--- src/tgce_pkg.sv ---
`timescale 1ns / 1ps
package tgce_pkg;

    localparam int MAX_BEATS = 48;
    localparam int PAGE_COLS = 4000;
    localparam int STOP_BEATS = 8;

    localparam logic [1:0] OP_GLYPH = 2'd0;
    localparam logic [1:0] OP_PAGE  = 2'd1;
    localparam logic [1:0] OP_STOP  = 2'd2;

    localparam logic [7:0] B_RAIL_LO  = 8'o101;
    localparam logic [7:0] B_RAIL_UP  = 8'o102;
    localparam logic [7:0] B_MAG_UP   = 8'o103;
    localparam logic [7:0] B_MAG_LO   = 8'o104;
    localparam logic [7:0] B_CASE_LO  = 8'o105;
    localparam logic [7:0] B_CASE_UP  = 8'o106;
    localparam logic [7:0] B_ESC_FWD  = 8'o107;
    localparam logic [7:0] B_ESC_BACK = 8'o110;
    localparam logic [7:0] B_STOP     = 8'o111;
    localparam logic [7:0] B_LEAD_FWD = 8'o112;
    localparam logic [7:0] B_LEAD_BACK = 8'o114;
    localparam logic [7:0] B_PAGE     = 8'o115;
    localparam logic [7:0] B_LEAD_EXT = 8'o116;
    localparam logic [7:0] B_LEAD_MAX = 8'o140;
    localparam logic [7:0] B_ESC_MAX  = 8'o200;
    localparam logic [3:0] B_SIZE_HI  = 4'b0101;

    localparam logic [11:0] ESC_CHUNK  = 12'd127;
    localparam logic [11:0] SIZE_ADJ   = 12'd55;
    localparam logic [12:0] LEAD_CHUNK = 13'd31;
    localparam logic [12:0] LEAD_EXT_MIN = 13'd64;

    typedef enum logic [4:0] {
        S_IDLE, S_DISPATCH, S_RAIL, S_MAG, S_SIZE, S_ESC_DIR, S_ESC_RUN, S_CASE,
        S_LEAD_SET, S_LEAD_DIR, S_LEAD_EXT, S_LEAD_CNT, S_LEAD_RUN, S_COL,
        S_BACK, S_CODE, S_PRST, S_STOP, S_FLUSH
    } state_t;

    typedef enum logic [4:0] {
        C_NONE, C_LOAD, C_RAIL, C_MAG, C_SIZE, C_TOGGLE, C_ESC_CHUNK, C_ESC_LAST,
        C_CASE, C_LEAD_SET, C_LEAD_DIR, C_LEAD_EXT, C_LEAD_CNT, C_LEAD_CHUNK,
        C_LEAD_LAST, C_COL_SET, C_CODE, C_PRST, C_STOP, C_FLUSH
    } cmd_t;

    typedef struct packed {
        logic [1:0] op;
        logic       col_ok;
        logic       rail_diff;
        logic       mag_diff;
        logic       size_diff;
        logic       case_diff;
        logic       row_diff;
        logic       col_diff;
        logic       back_diff;
        logic       esc_toggle;
        logic       esc_gt;
        logic       esc_nz;
        logic       lead_dir;
        logic       lead_ext;
        logic       lead_gt;
        logic       lead_nz;
        logic       slot_ok;
    } status_t;

    function automatic logic big_size(input logic [3:0] c);
        return (c >= 4'd9) && (c <= 4'd14);
    endfunction

endpackage

--- src/tgce_ctrl.sv ---
`timescale 1ns / 1ps
module tgce_ctrl
    import tgce_pkg::*;
(
    input  logic    aclk,
    input  logic    aresetn,
    input  logic    s_tvalid,
    output logic    s_tready,
    input  status_t st,
    output cmd_t    cmd
);

    state_t     state_reg, state_next;
    logic       esc_col_reg, esc_col_next;
    logic [2:0] stop_cnt_reg, stop_cnt_next;

    always_ff @(posedge aclk) begin
        if (!aresetn) begin
            state_reg    <= S_IDLE;
            esc_col_reg  <= 1'b0;
            stop_cnt_reg <= '0;
        end else begin
            state_reg    <= state_next;
            esc_col_reg  <= esc_col_next;
            stop_cnt_reg <= stop_cnt_next;
        end
    end

    always_comb begin
        state_next    = state_reg;
        esc_col_next  = esc_col_reg;
        stop_cnt_next = stop_cnt_reg;
        cmd           = C_NONE;
        s_tready      = 1'b0;
        case (state_reg)
            S_IDLE: begin
                s_tready = 1'b1;
                if (s_tvalid) begin
                    cmd        = C_LOAD;
                    state_next = S_DISPATCH;
                end
            end
            default: begin
                if (st.slot_ok) begin
                    case (state_reg)
                        S_DISPATCH: begin
                            stop_cnt_next = '0;
                            case (st.op)
                                OP_GLYPH: state_next = st.col_ok ? S_RAIL : S_FLUSH;
                                OP_PAGE:  state_next = S_PRST;
                                OP_STOP:  state_next = S_STOP;
                                default:  state_next = S_FLUSH;
                            endcase
                        end
                        S_RAIL: begin
                            if (st.rail_diff) cmd = C_RAIL;
                            state_next = S_MAG;
                        end
                        S_MAG: begin
                            if (st.mag_diff) cmd = C_MAG;
                            state_next = S_SIZE;
                        end
                        S_SIZE: begin
                            if (st.size_diff) begin
                                cmd          = C_SIZE;
                                esc_col_next = 1'b0;
                                state_next   = S_ESC_DIR;
                            end else begin
                                state_next = S_CASE;
                            end
                        end
                        S_ESC_DIR: begin
                            if (st.esc_toggle) cmd = C_TOGGLE;
                            state_next = S_ESC_RUN;
                        end
                        S_ESC_RUN: begin
                            if (st.esc_gt) begin
                                cmd = C_ESC_CHUNK;
                            end else begin
                                if (st.esc_nz) cmd = C_ESC_LAST;
                                state_next = esc_col_reg ? S_BACK : S_CASE;
                            end
                        end
                        S_CASE: begin
                            if (st.case_diff) cmd = C_CASE;
                            state_next = S_LEAD_SET;
                        end
                        S_LEAD_SET: begin
                            if (st.row_diff) begin
                                cmd        = C_LEAD_SET;
                                state_next = S_LEAD_DIR;
                            end else begin
                                state_next = S_COL;
                            end
                        end
                        S_LEAD_DIR: begin
                            if (st.lead_dir) cmd = C_LEAD_DIR;
                            state_next = S_LEAD_EXT;
                        end
                        S_LEAD_EXT: begin
                            if (st.lead_ext) begin
                                cmd        = C_LEAD_EXT;
                                state_next = S_LEAD_CNT;
                            end else begin
                                state_next = S_LEAD_RUN;
                            end
                        end
                        S_LEAD_CNT: begin
                            cmd        = C_LEAD_CNT;
                            state_next = S_LEAD_RUN;
                        end
                        S_LEAD_RUN: begin
                            if (st.lead_gt) begin
                                cmd = C_LEAD_CHUNK;
                            end else begin
                                if (st.lead_nz) cmd = C_LEAD_LAST;
                                state_next = S_COL;
                            end
                        end
                        S_COL: begin
                            if (st.col_diff) begin
                                cmd          = C_COL_SET;
                                esc_col_next = 1'b1;
                                state_next   = S_ESC_DIR;
                            end else begin
                                state_next = S_BACK;
                            end
                        end
                        S_BACK: begin
                            if (st.back_diff) cmd = C_TOGGLE;
                            state_next = S_CODE;
                        end
                        S_CODE: begin
                            cmd        = C_CODE;
                            state_next = S_FLUSH;
                        end
                        S_PRST: begin
                            cmd        = C_PRST;
                            state_next = S_FLUSH;
                        end
                        S_STOP: begin
                            cmd           = C_STOP;
                            stop_cnt_next = stop_cnt_reg + 3'd1;
                            if (stop_cnt_reg == 3'(STOP_BEATS - 1)) state_next = S_FLUSH;
                        end
                        S_FLUSH: begin
                            cmd        = C_FLUSH;
                            state_next = S_IDLE;
                        end
                        default: state_next = S_IDLE;
                    endcase
                end
            end
        endcase
    end

endmodule

--- src/tgce_datapath.sv ---
`timescale 1ns / 1ps
module tgce_datapath
    import tgce_pkg::*;
(
    input  logic        aclk,
    input  logic        aresetn,
    input  cmd_t        cmd,
    output status_t     st,
    input  logic [1:0]  in_op,
    input  logic [5:0]  in_code,
    input  logic [3:0]  in_size,
    input  logic [11:0] in_col,
    input  logic [12:0] in_row,
    input  logic [1:0]  in_rm,
    input  logic        in_uc,
    input  logic        in_bk,
    output logic        m_tvalid,
    input  logic        m_tready,
    output logic [7:0]  m_tdata,
    output logic        m_tlast
);

    // item payload
    logic [1:0]  op_reg;
    logic [5:0]  code_reg;
    logic [3:0]  size_reg;
    logic [11:0] col_reg;
    logic [12:0] row_reg;
    logic [1:0]  rm_reg;
    logic        uc_reg, bk_reg;

    // typesetter state
    logic [12:0] ref_row_reg, ref_row_next;
    logic [11:0] ref_col_reg, ref_col_next;
    logic [1:0]  cur_rm_reg, cur_rm_next;
    logic [3:0]  cur_size_reg, cur_size_next;
    logic        cur_case_reg, cur_case_next;
    logic        cur_back_reg, cur_back_next;
    logic        cur_lead_back_reg, cur_lead_back_next;
    logic        seen_reg, seen_next;

    // work registers
    logic [11:0] esc_mag_reg, esc_mag_next;
    logic        esc_neg_reg, esc_neg_next;
    logic [12:0] lmag_reg, lmag_next;
    logic        lneg_reg, lneg_next;
    logic [5:0]  cnt_reg, cnt_next;
    logic        pend_valid_reg, pend_valid_next;
    logic [7:0]  pend_byte_reg, pend_byte_next;
    logic        out_valid_reg, out_valid_next;
    logic [7:0]  out_byte_reg, out_byte_next;
    logic        out_last_reg, out_last_next;

    logic        emit, emit_ok, load_out, old_big, new_big;
    logic [7:0]  byte_val;
    logic [13:0] lead_d;
    logic [12:0] esc_e;

    assign lead_d = {row_reg[12], row_reg} - {ref_row_reg[12], ref_row_reg};
    assign esc_e  = {1'b0, col_reg} - {1'b0, ref_col_reg};
    assign old_big = big_size(cur_size_reg);
    assign new_big = big_size(size_reg);

    always_comb begin
        st.op         = op_reg;
        st.col_ok     = col_reg < 12'(PAGE_COLS);
        st.rail_diff  = rm_reg[0] != cur_rm_reg[0];
        st.mag_diff   = rm_reg[1] != cur_rm_reg[1];
        st.size_diff  = size_reg != cur_size_reg;
        st.case_diff  = uc_reg != cur_case_reg;
        st.row_diff   = row_reg != ref_row_reg;
        st.col_diff   = col_reg != ref_col_reg;
        st.back_diff  = bk_reg != cur_back_reg;
        st.esc_toggle = esc_neg_reg != cur_back_reg;
        st.esc_gt     = esc_mag_reg > ESC_CHUNK;
        st.esc_nz     = esc_mag_reg != '0;
        st.lead_dir   = lneg_reg != cur_lead_back_reg;
        st.lead_ext   = lmag_reg > LEAD_EXT_MIN;
        st.lead_gt    = lmag_reg > LEAD_CHUNK;
        st.lead_nz    = lmag_reg != '0;
        st.slot_ok    = !out_valid_reg || m_tready;
    end

    always_comb begin
        ref_row_next       = ref_row_reg;
        ref_col_next       = ref_col_reg;
        cur_rm_next        = cur_rm_reg;
        cur_size_next      = cur_size_reg;
        cur_case_next      = cur_case_reg;
        cur_back_next      = cur_back_reg;
        cur_lead_back_next = cur_lead_back_reg;
        seen_next          = seen_reg;
        esc_mag_next       = esc_mag_reg;
        esc_neg_next       = esc_neg_reg;
        lmag_next          = lmag_reg;
        lneg_next          = lneg_reg;
        emit               = 1'b0;
        byte_val           = '0;
        case (cmd)
            C_RAIL: begin
                emit = 1'b1;
                byte_val = rm_reg[0] ? B_RAIL_UP : B_RAIL_LO;
            end
            C_MAG: begin
                emit = 1'b1;
                byte_val = rm_reg[1] ? B_MAG_UP : B_MAG_LO;
            end
            C_SIZE: begin
                emit = 1'b1;
                byte_val = {B_SIZE_HI, size_reg};
                // crossing the large-size group shifts the baseline by 55 units
                esc_neg_next = old_big && !new_big;
                esc_mag_next = (old_big != new_big) ? SIZE_ADJ : '0;
            end
            C_TOGGLE: begin
                emit = 1'b1;
                byte_val = cur_back_reg ? B_ESC_FWD : B_ESC_BACK;
                cur_back_next = !cur_back_reg;
            end
            C_ESC_CHUNK: begin
                emit = 1'b1;
                byte_val = B_ESC_MAX;
                esc_mag_next = esc_mag_reg - ESC_CHUNK;
            end
            C_ESC_LAST: begin
                emit = 1'b1;
                byte_val = {1'b1, ~esc_mag_reg[6:0]};
                esc_mag_next = '0;
            end
            C_CASE: begin
                emit = 1'b1;
                byte_val = uc_reg ? B_CASE_UP : B_CASE_LO;
            end
            C_LEAD_SET: begin
                lneg_next = lead_d[13];
                lmag_next = lead_d[13] ? 13'(-lead_d) : lead_d[12:0];
            end
            C_LEAD_DIR: begin
                emit = 1'b1;
                byte_val = lneg_reg ? B_LEAD_BACK : B_LEAD_FWD;
                cur_lead_back_next = lneg_reg;
            end
            C_LEAD_EXT: begin
                emit = 1'b1;
                byte_val = B_LEAD_EXT;
            end
            C_LEAD_CNT: begin
                emit = 1'b1;
                byte_val = {1'b0, lmag_reg[12:6]};
                lmag_next = {7'd0, lmag_reg[5:0]};
            end
            C_LEAD_CHUNK: begin
                emit = 1'b1;
                byte_val = B_LEAD_MAX;
                lmag_next = lmag_reg - LEAD_CHUNK;
            end
            C_LEAD_LAST: begin
                emit = 1'b1;
                byte_val = {B_LEAD_MAX[7:5], ~lmag_reg[4:0]};
                lmag_next = '0;
            end
            C_COL_SET: begin
                esc_neg_next = esc_e[12];
                esc_mag_next = esc_e[12] ? 12'(-esc_e) : esc_e[11:0];
            end
            C_CODE: begin
                emit = 1'b1;
                byte_val = {2'b00, code_reg};
                ref_row_next  = row_reg;
                ref_col_next  = col_reg;
                cur_rm_next   = rm_reg;
                cur_size_next = size_reg;
                cur_case_next = uc_reg;
                cur_back_next = bk_reg;
            end
            C_PRST: begin
                emit = seen_reg;
                byte_val = B_PAGE;
                seen_next = 1'b1;
                ref_row_next = '0;
                ref_col_next = '0;
            end
            C_STOP: begin
                emit = 1'b1;
                byte_val = B_STOP;
            end
            default: ;
        endcase
    end

    // one beat is held back so the final one can carry tlast
    always_comb begin
        emit_ok         = emit && (cnt_reg < 6'(MAX_BEATS));
        load_out        = pend_valid_reg && (emit_ok || cmd == C_FLUSH);
        cnt_next        = cnt_reg;
        pend_valid_next = pend_valid_reg;
        pend_byte_next  = pend_byte_reg;
        out_byte_next   = out_byte_reg;
        out_last_next   = out_last_reg;
        out_valid_next  = m_tready ? 1'b0 : out_valid_reg;
        if (load_out) begin
            out_valid_next = 1'b1;
            out_byte_next  = pend_byte_reg;
            out_last_next  = (cmd == C_FLUSH);
        end
        if (emit_ok) begin
            cnt_next        = cnt_reg + 6'd1;
            pend_valid_next = 1'b1;
            pend_byte_next  = byte_val;
        end
        if (cmd == C_FLUSH) begin
            cnt_next        = '0;
            pend_valid_next = 1'b0;
        end
    end

    always_ff @(posedge aclk) begin
        if (cmd == C_LOAD) begin
            op_reg   <= in_op;
            code_reg <= in_code;
            size_reg <= in_size;
            col_reg  <= in_col;
            row_reg  <= in_row;
            rm_reg   <= in_rm;
            uc_reg   <= in_uc;
            bk_reg   <= in_bk;
        end
        esc_mag_reg   <= esc_mag_next;
        esc_neg_reg   <= esc_neg_next;
        lmag_reg      <= lmag_next;
        lneg_reg      <= lneg_next;
        pend_byte_reg <= pend_byte_next;
        out_byte_reg  <= out_byte_next;
        out_last_reg  <= out_last_next;
    end

    always_ff @(posedge aclk) begin
        if (!aresetn) begin
            ref_row_reg       <= '0;
            ref_col_reg       <= '0;
            cur_rm_reg        <= '0;
            cur_size_reg      <= 4'd2;
            cur_case_reg      <= 1'b0;
            cur_back_reg      <= 1'b0;
            cur_lead_back_reg <= 1'b0;
            seen_reg          <= 1'b0;
            cnt_reg           <= '0;
            pend_valid_reg    <= 1'b0;
            out_valid_reg     <= 1'b0;
        end else begin
            ref_row_reg       <= ref_row_next;
            ref_col_reg       <= ref_col_next;
            cur_rm_reg        <= cur_rm_next;
            cur_size_reg      <= cur_size_next;
            cur_case_reg      <= cur_case_next;
            cur_back_reg      <= cur_back_next;
            cur_lead_back_reg <= cur_lead_back_next;
            seen_reg          <= seen_next;
            cnt_reg           <= cnt_next;
            pend_valid_reg    <= pend_valid_next;
            out_valid_reg     <= out_valid_next;
        end
    end

    assign m_tvalid = out_valid_reg;
    assign m_tdata  = out_byte_reg;
    assign m_tlast  = out_last_reg;

endmodule

--- src/typesetter_glyph_code_encoder_core.sv ---
`timescale 1ns / 1ps
// channel | dir | tdata (low bit up)                              | tuser     | tlast
// s_      | in  | char_code 6, size_code 4, column 12, row 13,   | operation | -
//         |     | rail_mag 2, upper_case 1, backward 1, pad 1     |           |
// m_      | out | code_byte 8                                     | -         | last
// One item at a time: accept, dispatch, then one controller step per check or per
// emitted byte, plus a final flush step. A glyph adds steps for size, row and column
// changes and for each full escape or leading chunk; a stop trailer emits its stop
// bytes, and an off-page glyph or unused op goes straight to the flush step.
// A controller step waits while the output register holds an untaken beat.
// aresetn is synchronous; reset sets size code 2, clears positions, modes and flags.
module typesetter_glyph_code_encoder_core
    import tgce_pkg::*;
(
    input  logic        aclk,
    input  logic        aresetn,
    input  logic        s_tvalid,
    output logic        s_tready,
    input  logic [39:0] s_tdata,   // char_code, size_code, column, row, rail_mag,
                                   // upper_case, backward, zero pad
    input  logic [1:0]  s_tuser,   // operation
    output logic        m_tvalid,
    input  logic        m_tready,
    output logic [7:0]  m_tdata,   // code_byte
    output logic        m_tlast
);

    status_t st;
    cmd_t    cmd;

    tgce_ctrl u_ctrl (
        .aclk     (aclk),
        .aresetn  (aresetn),
        .s_tvalid (s_tvalid),
        .s_tready (s_tready),
        .st       (st),
        .cmd      (cmd)
    );

    tgce_datapath u_dp (
        .aclk     (aclk),
        .aresetn  (aresetn),
        .cmd      (cmd),
        .st       (st),
        .in_op    (s_tuser),
        .in_code  (s_tdata[5:0]),
        .in_size  (s_tdata[9:6]),
        .in_col   (s_tdata[21:10]),
        .in_row   (s_tdata[34:22]),
        .in_rm    (s_tdata[36:35]),
        .in_uc    (s_tdata[37]),
        .in_bk    (s_tdata[38]),
        .m_tvalid (m_tvalid),
        .m_tready (m_tready),
        .m_tdata  (m_tdata),
        .m_tlast  (m_tlast)
    );

endmodule

--- config.mk ---
export PLATFORM = sky130hd
export DESIGN_NAME = typesetter_glyph_code_encoder_core
export DESIGN_NICKNAME = d
export VERILOG_FILES = /design/src/tgce_pkg.sv /design/src/tgce_ctrl.sv /design/src/tgce_datapath.sv /design/src/typesetter_glyph_code_encoder_core.sv
export SDC_FILE = /design/constraint.sdc
export NUM_CORES = 1
export LEC_CHECK = 0
export BUFFER_PORTS_ARGS = -buffer_cell sky130_fd_sc_hd__buf_2
export CAP_MARGIN = 20
export CORE_MARGIN = 1
export CORE_UTILIZATION = 45
export CTS_CLUSTER_SIZE = 20
export DETAILED_ROUTE_END_ITERATION = 10
export SETUP_SLACK_MARGIN = 0.05
export SLEW_MARGIN = 5
export SYNTH_ARGS = -nofsm -noshare
export SYNTH_HDL_FRONTEND = slang
export SYNTH_SLANG_ARGS = --single-unit
--- constraint.sdc ---
create_clock -name aclk -period 10.1 [get_ports aclk]
set_input_delay 2.02 -clock aclk [delete_from_list [all_inputs] [get_ports aclk]]
set_output_delay 2.02 -clock aclk [all_outputs]
set_load 0.005 [all_outputs]
==> results.py <==
metrics = {
    "run_status": {
        "outcome": "complete, no violations",
    },
    "floorplan": {
        "fp.dieW_um": 141,
        "start_util": 0.463,
        "die_h_um": 141,
        "io_pins": 57,
        "placementRows": 50,
        "die_area_um2": 19900,
        "coreArea_um2": 18800,
    },
    "clocking": {
        "cts_buffers": 17,
        "hold_buffers": 0,
        "worstSkewPairLatency_ns": 0.43,
        "cts_tree": "done",
        "cts.htree.levels": 4,
        "clkSinkCount": 137,
        "post-cts-setup-buffers": 0,
        "cts_resized": 0,
        "path_clk_slew_ns": 0.06,
        "cts-root-buf": "clkbuf_16",
        "cts_max_path_buffers": 2,
    },
    "critical_path": {
        "path_class": "input pin to register",
        "worstSetupStartpointType": "input pin",
        "end_kind": "register",
        "path_max_fanout": 13,
        "critPathRequiredTime_ns": 10.18,
        "worst_ep_arrival_time_ns": 4.70,
    },
    "timing": {
        "slew_viol_final": 0,
        "final.setup_skew_ns": 0.0105,
        "layout_min_cycle_time_ns": 4.62,
        "fin_crit_sh": 0.457,
        "fmax_mhz": 216,
        "worst_slew_pin_slew_ns": 1.12,
        "setup_violations": 0,
        "rsz0062_at_grt": "no",
        "finalHoldViolCount": 0,
        "tns_ns": 0,
        "relSlewSlack": 0.253,
    },
    "global_routing": {
        "overflow": 0,
        "antenna_found_initial": 0,
        "first_global_vias": 6246,
        "grt_start_max_net_pins": 48,
        "grt_pass1_wl_mm": 33.4,
        "track_usage": 0.217,
    },
    "final_layout": {
        "area_delta_synth_final_pct": 12.4,
        "fillCellCount": 1756,
        "diodes": 0,
        "final_nets": 1027,
        "final_layout_size_suffix_gt1_frac": 0.130,
        "postLayoutCoreUtil": 0.520,
    },
    "yosys": {
        "synthTopCellsByCount": "edfxtp_1 (85), nor2_1 (63), nand2_1 (59)",
        "ys_seq_area_frac": 0.413,
        "async_flop_share": 0,
        "yosysTopAreaCellShare": 0.293,
        "synth_cell_types": 89,
        "ys_ff_latch": 137,
        "synthTopCellsByArea": "edfxtp_1 (29%), dfxtp_1 (12%), ha_1 (5.5%)",
        "synth_top_area_cell": "edfxtp_1",
        "synth.most_common_cell": "edfxtp_1",
        "syn_nets": 988,
        "ys.flop_type": "edfxtp_1",
        "avgSynthCellArea_um2": 9.66,
        "synthCells": 902,
        "synth_edf_count": 85,
        "ys_warn_count": 0,
        "synth_area_um2": 8710,
    },
    "drt": {
        "vias": 6801,
        "routedWlPerCell_um": 17.0,
        "finalWirelength_mm": 20.6,
        "drt_iter0_drc": 646,
        "drt_pass1_iterations": 6,
        "drc_errors": 0,
        "viasPerCell": 5.61,
        "antenna_left": 0,
    },
    "pwr": {
        "ir_worst_vdd_mv": 0.149,
        "powerDensity_nw_per_um2": 273,
        "leakage_nw": 3.49,
    },
    "placement": {
        "place.gp.congestion": 0.904,
        "io_buffers": 55,
        "hpwl_mm": 14.8,
    },
    "hold_path": {
        "hp-class": "register to register",
    },
    "run": {
        "maxCapViolCount": 0,
    },
}
==> worst max-delay path: stages <==
cell	delay, ns
buf_2	0.09
nand2b_1	0.23
and2_1	0.44
nand4_2	0.30
nor4_4	0.60
a2111oi_4	0.15
a21boi_4	0.44
o21a_1	0.43
==> per-stage QoR <==
stage          instance area [um^2]  std cells  hold WS (ns)  power [W]  setup slack, ns
2_1_floorplan                  8710        902         0.400    0.00173             5.69
3_3_place_gp                   9170       1182         0.401    0.00200             5.11
3_5_place_dp                   9170       1182         0.405    0.00201             5.10
4_1_cts                        9790       1213         0.418    0.00267             5.55
5_1_grt                        9790       1213         0.427    0.00285             5.22
6_report                       9790       1213         0.417    0.00268             5.48
==> power breakdown <==
| group | internal, W | switching, W | total, W |
|---|---|---|---|
| clock | 0.000404 | 0.000257 | 0.000661 |
| combinational | 0.000429 | 0.000709 | 0.00114 |
| sequential | 0.000769 | 0.000108 | 0.000877 |
| total | 0.00160 | 0.00107 | 0.00268 |
==> path summary, 6_finish.rpt <==
| path | slack (ns) | start | depth (start not counted) | endpoint |
|---|---|---|---|---|
| worst min-delay path | 0.42 | u_dp.pend_byte_reg[0] | 0 | u_dp.m_tdata[0] |
| worst max-delay path | 5.48 | m_tready | 8 | u_dp.m_tdata[2] |
| worst min register to register | 0.42 | u_dp.pend_byte_reg[0] | 0 | u_dp.m_tdata[0] |
| worst max register to register | 5.70 | u_ctrl.state_reg[1] | 9 | u_dp.m_tdata[2] |
==> metal layers <==
layer | wire [um] | track usage
met1 | 10700 | 0.323
met2 | 8600 | 0.313
met3 | 1010 | 0.0496
met4 | 255 | 0.0595
met5 | 0 | 0
==> area by class of cell <==
type | count | area [um^2] | share of cell area
Sequential cell | 137 | 3590 | 0.367
Inverter | 57 | 214 | 0.0219
Timing Repair Buffer | 58 | 298 | 0.0304
Clock inverter | 13 | 168 | 0.0171
Clock buffer | 18 | 450 | 0.0460
Tap cell | 260 | 325 | 0.0332
Multi-Input combinational cell | 670 | 4740 | 0.484
==> cell usage in the layout (no fill, tap or decap), types with 4 or more instances in the layout <==
master	count
xor2_1	25
nand2b_1	16
o221ai_1	5
nor2b_1	44
inv_1	55
a21o_1	13
o31ai_1	6
xnor2_1	42
o21a_1	9
or3_1	12
mux2i_1	14
a31oi_1	13
o22ai_1	19
nor2_1	63
ha_1	38
a21oi_1	37
clkbuf_16	18
o21ai_0	30
and2_1	5
nor3_1	20
nand2_1	59
edfxtp_1	85
and4_1	4
buf_2	55
and3_1	9
dfxtp_1	52
or2_2	7
o2111ai_1	4
nor4_1	8
nand3_1	24
a22o_1	4
a22oi_1	27
o211ai_1	10
nand4_1	15
==> kinds of logic (layout without fill, tap and decap cells) <==
| kind of cell | after synthesis | count (layout) | synth area share |
|---|---|---|---|
| simple gates | 316 | 316 | 0.202 |
| compound gates | 233 | 233 | 0.199 |
| flops | 137 | 137 | 0.413 |
| buf+inv | 95 | 146 | 0.0440 |
| xor+xnor | 67 | 67 | 0.0674 |
| fa+ha+maj | 40 | 40 | 0.0592 |
| mux | 14 | 14 | 0.0161 |
No activity file was read; power rests on OpenSTA's default activity.
